`src/lsd_radix_sort_byte_keys_defines.svh`:
```
// Assertion macros shared by the radix sorter RTL.
// Depends on nothing; files that assert include it inside a module body.
`ifndef LSD_RADIX_SORT_BYTE_KEYS_DEFINES_SVH
`define LSD_RADIX_SORT_BYTE_KEYS_DEFINES_SVH

// Same-cycle implication, checked out of reset.
`define LSD_ASSERT_NOW(lbl, ante, cons, msg) \
  lbl: assert property (@(posedge clk) disable iff (!rst_n) (ante) |-> (cons)) else $error(msg);

// Next-cycle implication, checked out of reset.
`define LSD_ASSERT_NEXT(lbl, ante, cons, msg) \
  lbl: assert property (@(posedge clk) disable iff (!rst_n) (ante) |=> (cons)) else $error(msg);

`endif

```
`src/lsd_ram.sv`:
```
// Generic simple dual-port RAM: one write port, one read port with registered data.
// Depends on nothing.
`timescale 1ns / 1ps
module lsd_ram #(
  parameter int WIDTH = 8,
  parameter int DEPTH = 16,
  parameter int AW    = (DEPTH > 1) ? $clog2(DEPTH) : 1
) (
  input  logic             clk,
  input  logic             we,
  input  logic [AW-1:0]    waddr,
  input  logic [WIDTH-1:0] wdata,
  input  logic [AW-1:0]    raddr,
  output logic [WIDTH-1:0] rdata
);

  logic [WIDTH-1:0] mem [DEPTH];

  always_ff @(posedge clk) begin
    if (we) begin
      mem[waddr] <= wdata;
    end
    rdata <= mem[raddr];
  end

endmodule

```
`config.mk`:
```
export PLATFORM = sky130hd
export DESIGN_NAME = lsd_ram
export DESIGN_NICKNAME = d
export VERILOG_FILES = /design/src/lsd_radix_sort_byte_keys_defines.svh /design/src/lsd_ram.sv
export SDC_FILE = /design/constraint.sdc
export NUM_CORES = 1
export LEC_CHECK = 0
export BUFFER_PORTS_ARGS = -buffer_cell sky130_fd_sc_hd__buf_2
export CAP_MARGIN = 5
export CORE_UTILIZATION = 65
export DETAILED_ROUTE_END_ITERATION = 10
export GPL_TIMING_DRIVEN = 0
export PLACE_DENSITY = 0.84
export SETUP_SLACK_MARGIN = 0.4
export SKIP_CTS_REPAIR_TIMING = 1
export SLEW_MARGIN = 30
export SYNTH_ARGS = -nofsm -noshare
export SYNTH_HDL_FRONTEND = slang
export SYNTH_SLANG_ARGS = --single-unit
```
`constraint.sdc`:
```
create_clock -name clk -period 4.2 [get_ports clk]
set_input_delay 1.26 -clock clk [delete_from_list [all_inputs] [get_ports clk]]
set_output_delay 1.26 -clock clk [all_outputs]
set_load 0.1 [all_outputs]
```
==> results of run 1 <==
## how the worst max path moves through the flow
| stage | cells past startpoint | end |
|---|---|---|
| after floorplan | 2 | mem[0][0]$_DFFE_PP_ |
| after global placement | 3 | mem[0][7]$_DFFE_PP_ |
| after detailed placement | 3 | mem[3][3]$_DFFE_PP_ |
| after CTS | 1 | rdata[4] |
| after global routing | 1 | rdata[5] |
| final | 1 | rdata[4] |
## final cells by class
type	instances	area, um2
fill	401	1702
clock buffer	22	442.9
multi-input combinational	83	1077
buffer	10	86.33
clock inverter	10	127.6
timing repair buffer	24	120.1
tap	102	127.6
sequential	136	4004
## through the flow
step	cells	utilization (%)	instance area, um2	hold slack [ns]
final	387	77.86	5986	0.7074
after global routing	387	77.86	5986	0.7345
after detailed placement	355	70.44	5415	0.6767
after CTS	387	77.86	5986	0.7070
after global placement	355	70.18	5395	0.6602
after floorplan	229	-	5147	0.6293
## layout by cell type (no fill, tap or decap), drive strengths merged
cell	instances
a22oi	16
and2	1
and2b	1
buf	31
bufinv	3
clkbuf	22
clkdlybuf4s25	3
clkinv	5
clkinvlp	2
dfxtp	8
edfxtp	128
mux4	32
nand2	9
nand2b	2
nand3	1
nand3b	2
nor2	13
nor2b	1
nor3	4
or3b	1
## flip-flops by register name, summed over array words and instances, names as in the netlist
| name | flops |
|---|---|
| mem | 128 |
| rdata | 8 |
## per-layer routing
metal,share of wire (%),track usage [%],vias up
met4,1.3,8.730,0
met5,0,0,-
met1,40,38.84,1249
met3,8.7,6.114,15
met2,50,41.16,142
li1,-,-,1060
## cell usage after synthesis
| cell | n | share of area [%] |
|---|---|---|
| edfxtp_1 | 128 | 75 |
| mux4_2 | 18 | 7.9 |
| a22oi_1 | 16 | 2.3 |
| mux4_1 | 14 | 7.1 |
| nor2_1 | 13 | 0.95 |
| nand2_1 | 9 | 0.66 |
| dfxtp_1 | 8 | 3.1 |
| nor3_1 | 4 | 0.39 |
| buf_2 | 3 | 0.29 |
| buf_6 | 3 | 0.66 |
| clkdlybuf4s25_2 | 3 | 0.58 |
| nand2b_1 | 2 | 0.24 |
| nand3b_1 | 2 | 0.29 |
| and2_1 | 1 | 0.12 |
| and2b_1 | 1 | 0.15 |
| buf_4 | 1 | 0.15 |
| nand3_1 | 1 | 0.097 |
| nor2b_1 | 1 | 0.12 |
| or3b_2 | 1 | 0.17 |
## cells by family after synthesis
family                 count (synthesis)  share of synthesized area, %
multiplexers                          32                         15.02
AO/OA/AOI/OAI                         16                         2.334
buffers and inverters                 10                         1.677
AND/OR/NAND/NOR                       35                         3.184
flip-flops                           136                         77.78
## power by group
group,internal [uW],switching (uW)
clock network,912,513
logic,60.4,150
registers,1520,8.56
total,2490,671
==> impl_metrics.toml, run 1 <==
[outcome]
status = "completed"

[sta]
setup_violations = 0
fin_skew_ns = 0.008509
hold_viol_final = 0
worst_pin_slew_ns = 0.7890
slew_viol_final = 0
setup_ws_ns = 1.667
min_period_ns = 2.533
slew_headroom_pct = 47.21
tns_ns = 0
min_period_over_period_pct = 60.30
rsz0062_at_grt = "false"
fmax_ghz = 0.3948

[detailed_routing]
drt_iter0_drc = 235
via_per_inst = 6.372
vias = 2466
drtPass1Iterations = 5
ant_nets = 0
wirelength_um = 9944
drc = 0
wl_per_cell_um = 25.70

[logic_synthesis]
synth_warnings = 0
syn_avg_cell_area_um2 = 22.48
synth_cell_types = 19
syn_inst = 229
synth.cell_area_mm2 = 0.005147
seq_area_frac_synth_pct = 77.78
synth-seq-cells = 136
synthesis.nets = 247

[setup_path]
ff2ff_setup_slack_ns = 2.81
critPathTopFamily = "buffers and inverters"
cp-end-kind = "output port"
crit_fanout = 1
cp_data_arrival_time_ns = 1.27
crit_chain = "buf_2"
r2r-start = "mem[5][1]$_DFFE_PP_"
worstSetupPathType = "flop to output port"
crit_path_start_kind = "flop"
setup.worst_path.start = "rdata[4]$_DFF_P_"
path_buf_inv = 1
max_stage_delay_ns = 0.43
cp_slowest_cell = "buf_2"
r2r-end = "rdata[1]$_DFF_P_"
worstPathRequired_ns = 2.94
ff2ff_path_depth = 3

[hold_path]
hold_class = "flop to flop"
min_delay_worst_endpoint = "rdata[0]$_DFF_P_"
hp-start = "mem[15][0]$_DFFE_PP_"
whs_path_depth = 3

[pwr]
power_uw = 3162
p_leak_uw = 0.002017
p_per_area_mw_per_mm2 = 528.2
peakVddDrop_uv = 364.6

[die]
core_area_mm2 = 0.007687
io_pins = 26
die_height_um = 90.99
row_count = 32
start_util_pct = 66.96
die-area_mm2 = 0.008279
dieWidth_um = 90.99

[global_route]
grt_pass1_wl_um = 14810
antenna_found_initial = 0
globalRoute.totalOverflow = 0
grtUsageTotal_pct = 26.64
grt_pass1_vias = 2402
grt_start_max_net_pins = 17

[final_layout]
diodes = 0
syn_to_final_growth_pct = 16.29
nets = 290
drive_above_1_share_pct = 29.12

[clock_network]
cts_max_level = 4
cts_buffers = 17
clkTransAtPathRegs_ns = 0.06
clk_latency_ns = 0.52
cts_tree = "yes"
cts_max_path_buffers = 2
numClockSinks = 136
cts_root_buffer = "clkbuf_8"

[placement]
pre_cts_ws_ns = 1.261
io_buffers = 24
dp_hpwl_um = 6100
place.gp.congestion = 0.7539

[job]
cap_violations = 0
Note: power is estimated with default switching activity, not from simulation.
==> run 2: changes to the inputs <==
--- a/config.mk
+++ b/config.mk
@@ -7,10 +7,10 @@
 export LEC_CHECK = 0
 export BUFFER_PORTS_ARGS = -buffer_cell sky130_fd_sc_hd__buf_2
 export CAP_MARGIN = 5
-export CORE_UTILIZATION = 65
+export CORE_UTILIZATION = 54
 export DETAILED_ROUTE_END_ITERATION = 10
 export GPL_TIMING_DRIVEN = 0
-export PLACE_DENSITY = 0.84
+export PLACE_DENSITY = 0.74
 export SETUP_SLACK_MARGIN = 0.4
 export SKIP_CTS_REPAIR_TIMING = 1
 export SLEW_MARGIN = 30
==> constraint.sdc (replaced) <==
create_clock -name clk -period 2.3 [get_ports clk]
set_input_delay 0.69 -clock clk [delete_from_list [all_inputs] [get_ports clk]]
set_output_delay 0.69 -clock clk [all_outputs]
set_load 0.1 [all_outputs]
==> run 2 against run 1 <==
  * Clock skew fell by 0.0040 ns
  * Sequential power rose by 82%
  * Critical path depth rose by 2
  * Via count is 0.36% lower
  * Count of clock-buffer cells in the layout increased by 2
  * Clock power increased by 96%
  * Wire length decreased by 1.9%
  * Core utilization shrank 12 points
==> impl_metrics.toml, run 2 (synthesis gave the netlist of run 1 again) <==
[outcome]
status = "completed"

[final_layout]
postLayoutCellArea_mm2 = 0.006096
largest_reg_flops = 128
final_common_cell = "edfxtp_1"
diodes = 0
syn_to_final_growth_pct = 18.42
largestRegisters = "mem x128, rdata x8"
top_register = "mem"
stdcell_count = 414
drive_above_1_share_pct = 30.53
nets = 290
final_cell_mix = "edfxtp_1 (128), buf_2 (19), mux4_2 (18)"

[sta]
slew_viol_final = 0
setup_violations = 0
min_period_ns = 1.877
fmax_ghz = 0.5328
fin_skew_ns = 0.004485
worst_pin_slew_ns = 0.8604
hold_viol_final = 0
min_period_over_period_pct = 81.60
rsz0062_at_grt = "true"
slew_headroom_pct = 42.43

[detailed_routing]
drt_iter0_drc = 351
drc = 0
drtPass1Iterations = 7
vias = 2457
via_per_inst = 5.935
wirelength_um = 9755
ant_nets = 0
wl_per_cell_um = 23.56

[global_route]
grt_pass1_wl_um = 14500
globalRoute.totalOverflow = 0
grt_pass1_vias = 2430
antenna_found_initial = 0
grtUsageTotal_pct = 21.64
grt_start_max_net_pins = 17

[clock_network]
clk_latency_ns = 0.51
cts_max_level = 4
cts_max_path_buffers = 2
clkTransAtPathRegs_ns = 0.06
cts_root_buffer = "clkbuf_8"
numClockSinks = 136
cts_buffers = 17
cts_tree = "yes"

[setup_path]
max_stage_delay_ns = 0.64
crit_chain = "buf_2, or3b_2, nor2_1"
cp_data_arrival_time_ns = 2.01
r2r-start = "mem[6][0]$_DFFE_PP_"
setup.worst_path.start = "waddr[2]"
crit_fanout = 8
worstSetupPathType = "primary input to flop"
crit_path_start_kind = "primary input"
cp-end-kind = "flop"
cp_slowest_cell = "nor2_1"
worstPathRequired_ns = 2.43

[placement]
place.gp.congestion = 0.7131
io_buffers = 24
post_dp_cell_area_mm2 = 0.005449
placedCellCount = 382
dp_hpwl_um = 5921

[die]
start_util_pct = 55.71
io_pins = 26
core_area_mm2 = 0.009240
dieWidth_um = 99.64
row_count = 35
die-area_mm2 = 0.009927
die_height_um = 99.64

[pwr]
p_leak_uw = 0.002049
p_per_area_mw_per_mm2 = 979.4
peakVddDrop_uv = 497.0

[job]
cap_violations = 0

[hold_path]
hp-start = "wdata[6]"
hold_class = "primary input to flop"
run 2: changes by cell type in the layout (fill, tap and decap cells not counted), moves of 2 or more:
cell / change
buf_2: -8
clkbuf_4: +8
clkbuf_8: +3
nor2_1: -2
nor2_2: +2
run 2: stage by stage:
step                      TNS, ns  hold slack [ns]  total power [uW]  setup slack [ns]  utilization [%]
after floorplan                 0           0.6293              3096            0.3439                -
after global placement     -2.818           0.6539              3204           -0.1582            58.81
after detailed placement   -2.657           0.6762              3218           -0.1078            58.97
after CTS                       0           0.5649              5987            0.3648            65.70
after global routing            0           0.5758              6115            0.3824            65.97
final                           0           0.5879              5970            0.4233            65.97
run 2: worst max-delay path, delay by kind of cell:
family                 cells  cell delay [ns]
AND/OR/NAND/NOR            2             1.20
buffers and inverters      1             0.12
run 2: final timing paths:
path                         end  slack (ns)  cells past startpoint
max reg2reg     rdata[0]$_DFF_P_        0.88                      3
min reg2reg     rdata[1]$_DFF_P_        0.68                      3
min          mem[3][6]$_DFFE_PP_        0.59                      1
max          mem[2][5]$_DFFE_PP_        0.42                      3
run 2: layer usage:
layer,part of all wire (%),up-vias,global-route usage (%)
li1,-,1061,-
met1,44,1282,31.53
met2,49,103,32.59
met3,5.8,11,4.216
met4,1.1,0,9.163
met5,0,-,0
run 2: final cells by class:
type | instances | area (um2)
Timing Repair Buffer | 24 | 140.1
Sequential cell | 136 | 4004
Tap cell | 129 | 161.4
Buffer | 10 | 86.33
Clock inverter | 8 | 141.4
Clock buffer | 24 | 480.5
Multi-Input combinational cell | 83 | 1082
Fill cell | 597 | 3144
run 2: where the power goes:
group / internal [uW] / switching [uW]
Sequential: 2770 / 14.0
Combinational: 118 / 273
Clock: 1870 / 923
==> run 3: changes to the inputs <==
==> constraint.sdc (replaced) <==
create_clock -name clk -period 1.6 [get_ports clk]
set_input_delay 0.48 -clock clk [delete_from_list [all_inputs] [get_ports clk]]
set_output_delay 0.48 -clock clk [all_outputs]
set_load 0.1 [all_outputs]
==> run 3 against run 2 <==
  * Clock skew up 0.0035 ns
  * Via count up 0.69%
  * Count of clock-buffer cells in the layout down 6
  * Largest cell class unchanged
==> impl_metrics.toml, run 3 (synthesis gave the netlist of run 1 again) <==
[outcome]
status = "completed"

[setup_path]
cp-end-kind = "output port"
cp_slowest_cell = "dfxtp_2"
ff2ff_path_depth = 3
crit_chain = "buf_12"
r2r-start = "mem[10][4]$_DFFE_PP_"
crit_fanout = 1
setup.worst_path.start = "rdata[5]$_DFF_P_"
cp-endpoint = "rdata[5]"
r2r-end = "rdata[4]$_DFF_P_"
crit_path_start_kind = "flop"
worstPathRequired_ns = 1.12
path_buf_inv = 1
worstSetupPathType = "flop to output port"
cp_data_arrival_time_ns = 1.05
max_stage_delay_ns = 0.36
critPathTopFamily = "flip-flops"
ff2ff_setup_slack_ns = 0.30
crit_cells = 1

[global_route]
grtUsageTotal_pct = 22.33
grt_pass1_wl_um = 15100
globalRoute.totalOverflow = 0
grt_start_max_net_pins = 17
grt_pass1_vias = 2575
antenna_found_initial = 0

[placement]
dp_hpwl_um = 5924
pre_cts_ws_ns = -0.3397
place.gp.congestion = 0.7264
io_buffers = 24

[final_layout]
largestRegisters = "mem x128, rdata x8"
final_cell_mix = "edfxtp_1 (128), mux4_2 (32), buf_2 (19)"
final_common_cell = "edfxtp_1"
largest_reg_flops = 128
syn_to_final_growth_pct = 26.35
diodes = 0
drive_above_1_share_pct = 49.49
nets = 302
top_register = "mem"
finish.utilization_pct = 70.39

[clock_network]
cts_buffers = 17
cts_root_buffer = "clkbuf_8"
cts_max_level = 4
numClockSinks = 136
clk_latency_ns = 0.52
cts_max_path_buffers = 2
cts_tree = "yes"
clkTransAtPathRegs_ns = 0.06

[pwr]
peakVddDrop_uv = 947.0
power_uw = 8413
p_per_area_mw_per_mm2 = 1294
p_leak_uw = 0.002126

[die]
die_height_um = 99.64
die-area_mm2 = 0.009927
io_pins = 26
start_util_pct = 55.71
dieWidth_um = 99.64
row_count = 35
core_area_mm2 = 0.009240

[detailed_routing]
drtPass1Iterations = 5
drt_iter0_drc = 224
via_per_inst = 5.808
wirelength_um = 9987
vias = 2474
wl_per_cell_um = 23.44
drc = 0
ant_nets = 0

[sta]
setup_violations = 0
tns_ns = 0
fmax_ghz = 0.6526
min_period_ns = 1.532
hold_viol_final = 0
min_period_over_period_pct = 95.77
worst_pin_slew_ns = 0.9112
slew_headroom_pct = 39.03
rsz0062_at_grt = "true"
fin_skew_ns = 0.007984
setup_ws_ns = 0.06764
slew_viol_final = 0

[job]
cap_violations = 0

[hold_path]
hold_class = "primary input to flop"
==> run 3: cell types whose count changed in the layout (fill, tap and decap cells not counted), moves of 10 or more <==
| cell | change |
|---|---|
| mux4_2 | +14 |
| mux4_1 | -14 |
| buf_12 | +18 |
| a22oi_2 | +10 |
| nor2_1 | -10 |
| nor2_4 | +12 |
| a22oi_1 | -10 |
==> run 3: worst min-delay path by stage <==
stage	slack, ns	start	end	cells after the start
final	0.35	wdata[6]	mem[5][6]$_DFFE_PP_	1
after global placement	0.66	mem[10][1]$_DFFE_PP_	rdata[1]$_DFF_P_	3
after CTS	0.33	wdata[7]	mem[0][7]$_DFFE_PP_	1
after detailed placement	0.67	mem[11][1]$_DFFE_PP_	rdata[1]$_DFF_P_	3
after floorplan	0.58	wdata[0]	mem[0][0]$_DFFE_PP_	0
after global routing	0.34	wdata[5]	mem[14][5]$_DFFE_PP_	1
==> run 3: routing by layer <==
layer | part of all wire [%] | track usage, % | wire, um | vias up
li1 | - | - | - | 1078
met1 | 39 | 30.56 | 3917 | 1275
met2 | 52 | 33.60 | 5194 | 107
met3 | 6.9 | 6.535 | 691 | 14
met4 | 1.8 | 10.41 | 184 | 0
met5 | 0 | 0 | 0 | -
==> run 3: power breakdown <==
group          switching [uW]  internal (uW)  total, uW  leakage (uW)
Combinational             423            278        701      0.000628
Sequential               37.4           3990       4030       0.00122
Clock                    1460           2220       3690      0.000273
==> run 3: layout make-up <==
| cell class | count | area (um2) |
|---|---|---|
| plain buffers | 10 | 120.1 |
| clock buffers | 18 | 417.9 |
| clock inverters | 14 | 150.1 |
| fillers | 531 | 2736 |
| multi-input cells | 83 | 1222 |
| flip-flops and latches | 136 | 4014 |
| well taps | 129 | 161.4 |
| repair buffers | 36 | 417.9 |
==> run 3: per-stage QoR <==
| step | cells | hold WS (ns) | cell area (um2) |
|---|---|---|---|
| finish | 426 | 0.3498 | 6504 |
| global route | 426 | 0.3380 | 6504 |
| CTS | 414 | 0.3311 | 6132 |
| detailed placement | 382 | 0.6721 | 5564 |
| global placement | 382 | 0.6640 | 5564 |
| floorplan | 229 | 0.5789 | 5283 |
